**config.mk**
```make
export PLATFORM = sky130hd
export DESIGN_NAME = aging_priority_queue_unit
export DESIGN_NICKNAME = d
export VERILOG_FILES = /design/src/rtl/core/apq_pkg.sv /design/src/rtl/core/apq_cell.sv /design/src/rtl/core/aging_priority_queue_unit.sv
export SDC_FILE = /design/constraint.sdc
export NUM_CORES = 1
export LEC_CHECK = 0
export BUFFER_PORTS_ARGS = -buffer_cell sky130_fd_sc_hd__buf_2
export CORE_MARGIN = 1.5
export CORE_UTILIZATION = 40
export CTS_CLUSTER_DIAMETER = 40
export DETAILED_ROUTE_END_ITERATION = 10
export PLACE_DENSITY = 0.67
export SYNTH_ARGS = -nofsm -noshare
export SYNTH_HDL_FRONTEND = slang
export SYNTH_HIERARCHICAL = 1
export SYNTH_SLANG_ARGS = --single-unit
```
**constraint.sdc**
```tcl
create_clock -name clk_i -period 16.7 [get_ports clk_i]
set_input_delay 3.34 -clock clk_i [delete_from_list [all_inputs] [get_ports clk_i]]
set_output_delay 3.34 -clock clk_i [all_outputs]
set_load 0.02 [all_outputs]
```
**src/rtl/core/apq_pkg.sv**
```systemverilog
// ----------------------------------------------------------------------------
// apq_pkg
// Types, codes and limits shared by the aging priority queue.
// ----------------------------------------------------------------------------
package apq_pkg;

  localparam int Depth   = 16;
  localparam int IdMax   = 255;
  localparam int PrioMax = 15;

  localparam int IdW   = 8;
  localparam int PrioW = 4;
  localparam int OccW  = 5;

  typedef enum logic [1:0] {
    OpInsert   = 2'd0,
    OpRetrieve = 2'd1,
    OpClose    = 2'd2
  } op_e;

  typedef enum logic [2:0] {
    StOk     = 3'd0,
    StFull   = 3'd1,
    StEmpty  = 3'd2,
    StClosed = 3'd3,
    StBadArg = 3'd4
  } status_e;

  typedef struct packed {
    logic [1:0]       operation;
    logic [IdW-1:0]   entry_id;
    logic [PrioW-1:0] entry_priority;
  } in_beat_t;

  typedef struct packed {
    logic [2:0]      status;
    logic [IdW-1:0]  removed_id;
    logic [OccW-1:0] occupancy;
  } out_beat_t;

  typedef struct packed {
    logic             valid;
    logic [IdW-1:0]   id;
    logic [PrioW-1:0] prio;
  } entry_t;

  typedef struct packed {
    logic             ins;
    logic             ret;
    logic [IdW-1:0]   id;
    logic [PrioW-1:0] prio;
  } cell_cmd_t;

endpackage

```
**src/rtl/core/apq_cell.sv**
```systemverilog
// ----------------------------------------------------------------------------
// apq_cell
// One queue position: holds, shifts right on insert, shifts left and ages
// on retrieve.
// ----------------------------------------------------------------------------
module apq_cell (
  input  logic               clk_i,
  input  logic               rst_ni,
  input  apq_pkg::cell_cmd_t cmd_i,
  input  apq_pkg::entry_t    left_i,
  input  apq_pkg::entry_t    right_i,
  input  logic               left_take_i,
  output apq_pkg::entry_t    entry_o,
  output logic               take_o
);

  apq_pkg::entry_t entry_q, entry_d;

  assign entry_o = entry_q;
  assign take_o  = !entry_q.valid || (entry_q.prio > cmd_i.prio);

  always_comb begin
    entry_d = entry_q;
    if (cmd_i.ins) begin
      if (left_take_i) begin
        entry_d = left_i;
      end else if (take_o) begin
        entry_d.valid = 1'b1;
        entry_d.id    = cmd_i.id;
        entry_d.prio  = cmd_i.prio;
      end
    end else if (cmd_i.ret) begin
      entry_d = right_i;
      if (right_i.prio > apq_pkg::PrioW'(1)) begin
        entry_d.prio = right_i.prio - apq_pkg::PrioW'(1);
      end
    end
  end

  always_ff @(posedge clk_i or negedge rst_ni) begin
    if (!rst_ni) begin
      entry_q <= '0;
    end else begin
      entry_q <= entry_d;
    end
  end

endmodule

```
**src/rtl/core/aging_priority_queue_unit.sv**
```systemverilog
// ----------------------------------------------------------------------------
// aging_priority_queue_unit
// Sorted queue kept in a chain of cells; head is cell 0.
// Each result beat is registered and appears in the cycle after its input beat is accepted.
// Throughput: one beat per cycle while the output is not stalled; every cell updates in parallel each beat.
// Reset: queue empty and open, no result pending.
// ----------------------------------------------------------------------------
module aging_priority_queue_unit #(
  parameter int DEPTH = apq_pkg::Depth
) (
  input  logic               clk_i,
  input  logic               rst_ni,
  input  logic               in_valid_i,
  output logic               in_ready_o,
  input  apq_pkg::in_beat_t  in_data_i,
  output logic               out_valid_o,
  input  logic               out_ready_i,
  output apq_pkg::out_beat_t out_data_o
);

  localparam int CntW = $clog2(DEPTH + 1);

  apq_pkg::entry_t    entries [DEPTH];
  logic [DEPTH-1:0]   takes;
  apq_pkg::cell_cmd_t cmd;

  logic [CntW-1:0]    count_q, count_d;
  logic               closed_q, closed_d;
  logic               out_valid_q;
  apq_pkg::out_beat_t out_q, out_d;
  logic               accept;
  apq_pkg::status_e   status;
  logic               bad_ins;

  assign in_ready_o  = !out_valid_q || out_ready_i;
  assign accept      = in_valid_i && in_ready_o;
  assign out_valid_o = out_valid_q;
  assign out_data_o  = out_q;

  assign bad_ins = (32'(in_data_i.entry_id) > apq_pkg::IdMax)
                || (in_data_i.entry_priority == '0)
                || (32'(in_data_i.entry_priority) > apq_pkg::PrioMax);

  always_comb begin
    status   = apq_pkg::StOk;
    closed_d = closed_q;
    count_d  = count_q;
    cmd.ins  = 1'b0;
    cmd.ret  = 1'b0;
    cmd.id   = in_data_i.entry_id;
    cmd.prio = in_data_i.entry_priority;
    unique case (in_data_i.operation)
      apq_pkg::OpInsert: begin
        if (bad_ins) begin
          status = apq_pkg::StBadArg;
        end else if (closed_q) begin
          status = apq_pkg::StClosed;
        end else if (count_q >= CntW'(DEPTH)) begin
          status = apq_pkg::StFull;
        end else begin
          cmd.ins = accept;
          count_d = count_q + CntW'(1);
        end
      end
      apq_pkg::OpRetrieve: begin
        if (closed_q) begin
          status = apq_pkg::StClosed;
        end else if (count_q == '0) begin
          status = apq_pkg::StEmpty;
        end else begin
          cmd.ret = accept;
          count_d = count_q - CntW'(1);
        end
      end
      apq_pkg::OpClose: begin
        if (closed_q) begin
          status = apq_pkg::StClosed;
        end else begin
          closed_d = 1'b1;
        end
      end
      default: begin
        status = apq_pkg::StBadArg;
      end
    endcase
    out_d.status     = status;
    out_d.removed_id = (in_data_i.operation == apq_pkg::OpRetrieve
                        && status == apq_pkg::StOk) ? entries[0].id : '0;
    out_d.occupancy  = apq_pkg::OccW'(count_d);
  end

  for (genvar k = 0; k < DEPTH; k++) begin : g_cell
    apq_pkg::entry_t left, right;
    logic            left_take;
    if (k == 0) begin : g_first
      assign left      = '0;
      assign left_take = 1'b0;
    end else begin : g_mid
      assign left      = entries[k-1];
      assign left_take = takes[k-1];
    end
    if (k == DEPTH - 1) begin : g_last
      assign right = '0;
    end else begin : g_next
      assign right = entries[k+1];
    end
    apq_cell u_cell (
      .clk_i       (clk_i),
      .rst_ni      (rst_ni),
      .cmd_i       (cmd),
      .left_i      (left),
      .right_i     (right),
      .left_take_i (left_take),
      .entry_o     (entries[k]),
      .take_o      (takes[k])
    );
  end

  always_ff @(posedge clk_i or negedge rst_ni) begin
    if (!rst_ni) begin
      count_q     <= '0;
      closed_q    <= 1'b0;
      out_valid_q <= 1'b0;
    end else begin
      if (accept) begin
        count_q  <= count_d;
        closed_q <= closed_d;
      end
      if (accept) begin
        out_valid_q <= 1'b1;
      end else if (out_ready_i) begin
        out_valid_q <= 1'b0;
      end
    end
  end

  always_ff @(posedge clk_i) begin
    if (accept) begin
      out_q <= out_d;
    end
  end

endmodule

```
==> impl_metrics.toml <==
[worst_hold_path]
min-delay-start = "g_cell[15].u_cell/entry_o[4]"
hold_end = "g_cell[15].u_cell/entry_o[4]"
whs_path_depth = 1
hold_path.class = "reg2reg"

[clock_tree]
cts_tree = "yes"
clock_tree.buffer_depth = 3
post-cts-setup-buffer-count = 0
clock_latency_ps = 570
cts_resized = 0
clk_pin_slew_ps = 50
cts_max_level = 2
cts_sinks = 231
cts_hold_buffers = 0
cts_buffers = 46
cts-root-buf = "clkbuf_16"

[global_routing]
antenna_found_initial = 2
grt_pass1_wl_um = 72400
grt_start_max_net_pins = 227
overflow = 0
grt_pass1_vias = 14000
grt_usage_pct = 18.7

[worst_setup_path]
r2r_cells = 9
path_cells = "buf_2, inv_1, ha_1, o41ai_1, nor4_2, buf_4, buf_12, buf_12, o22ai_1, a21oi_2, mux2_2"
max_stage_delay_ps = 760
worst_setup_path_start_kind = "primary input"
crit_slowest_cell = "a21oi_2"
rr_endpoint = "g_cell[11].u_cell/entry_o[4]"
cp_max_fo = 226
path_class = "in2reg"
arrival_ps = 8200
r2r_start = "out_valid_o"
crit_top_cell = "buf_12"
crit_required_ps = 17150
ff2ff_setup_slack_ps = 12030
crit_path_end_kind = "register"

[place]
port_buffers = 35
post-dp-hpwl_um = 29300
place.gp.congestion = 0.837
placed_area_um2 = 18600

[timing]
rsz0062_at_grt = "no"
fmax_mhz = 129
finalSetupViolCount = 0
period_share_pct = 46.4
worst_slew_pin_slew_ps = 1090
relSlewSlack_pct = 27.1
fin_skew_ps = 20.0
period_minus_slack_ps = 7760
tns_ps = 0
slew_viol_final = 0
finalHoldViolCount = 0

[floorplan]
io_pins = 36
die_width_um = 216
dieArea_um2 = 46700
die_height_um = 216
rows = 77
core_um2 = 44500
initial_core_util_pct = 40.8

[logic_synthesis]
synth_area_um2 = 18200
syn_inst = 1796
synth_warnings = 6
syn_avg_cell_area_um2 = 10.1

[detailed_routing]
drt.antenna.violating_nets = 0
dr.pass1.iters = 5
wire_per_inst_um = 17.7
vias_per_cell = 5.56
drt_iter0_drc = 818
vias = 13700
drt-total-wl_um = 43500
drc = 0

[pwr]
ir_drop_mv = 0.117
power_density_nw_per_um2 = 165
p_leak_uw = 0.00991

[finish]
fin_area_um2 = 20200
drive_above_1_share_pct = 21.1
nets = 1945
syn_to_final_growth_pct = 11.3
fill_cells = 4138

[run]
maxCapViolations = 0

[status]
status = "finished, final reports clean"
-- where the power goes --
part	switching [uW]	internal, uW	total (uW)	leakage [uW]
clock	346	618	965	0.000782
sequential	273	732	1010	0.00292
combinational	659	706	1370	0.00621
total	1280	2060	3340	0.00991
-- per-stage QoR --
stage / instances / setup WS (ps) / utilization, % / power [uW] / hold slack (ps)
floorplan: 1836 / 4990 / - / 2100 / 482
global placement: 2368 / 8700 / 41.8 / 2310 / 495
detailed placement: 2368 / 8530 / 41.8 / 2370 / 499
CTS: 2454 / 9120 / 45.4 / 3350 / 523
global route: 2454 / 8580 / 45.4 / 3560 / 543
finish: 2457 / 8940 / 45.4 / 3340 / 522
-- how the worst max path moves through the flow --
stage                  start                           end  slack, ps  cells after the start
2_1_floorplan    out_ready_i  g_cell[0].u_cell/entry_o[10]       4990                      8
3_3_place_gp   in_data_i[12]  g_cell[11].u_cell/entry_o[5]       8700                     11
3_5_place_dp   in_data_i[12]  g_cell[11].u_cell/entry_o[5]       8530                     11
4_1_cts        in_data_i[12]   g_cell[7].u_cell/entry_o[4]       9120                     11
5_1_grt        in_data_i[12]  g_cell[11].u_cell/entry_o[4]       8580                     11
6_report       in_data_i[12]  g_cell[11].u_cell/entry_o[4]       8940                     11
-- state kept, by name, summed over array words and instances, names as in the netlist --
signal and cells:
closed_q 1, out_valid_o 1, count_q 5, out_data_o 16
g_cell.u_cell/entry_o 208
-- critical path: cells and delay by family --
family	cells	cell delay, ps
AND/OR/NAND/NOR	1	280
multiplexers	1	410
AO/OA/AOI/OAI	3	1290
adder cells (fa/ha/maj)	1	550
buffers and inverters	5	1990
-- per-layer routing --
| metal | GRT usage, % | share of wire, % | up-vias |
|---|---|---|---|
| met5 | 0 | 0 | - |
| met4 | 7.38 | 3.0 | 0 |
| met3 | 2.98 | 3.7 | 80 |
| met2 | 30.9 | 48 | 222 |
| met1 | 24.5 | 45 | 6848 |
| li1 | - | - | 6504 |
-- cell type report --
type                            count  area [um2]  area share [%]
Sequential cell                   231        5860            29.0
Clock inverter                     34         390            1.93
Multi-Input combinational cell   1365       11200            55.4
Antenna cell                        3        7.51          0.0371
Clock buffer                       52        1230            6.06
Timing Repair Buffer               44         278            1.37
Inverter                          136         510            2.52
Tap cell                          592         741            3.66
-- placed cells by master, fill, tap and decap left out, types with 41 or more instances in the layout --
| cell | instances |
|---|---|
| inv_1 | 135 |
| ha_1 | 103 |
| nor2_1 | 196 |
| clkbuf_16 | 48 |
| conb_1 | 41 |
| mux2_4 | 128 |
| a21oi_1 | 131 |
| nand2_1 | 87 |
| dfrtp_1 | 215 |
| mux2_2 | 65 |
| mux2i_1 | 209 |
Power figures use the tool's default switching activity.
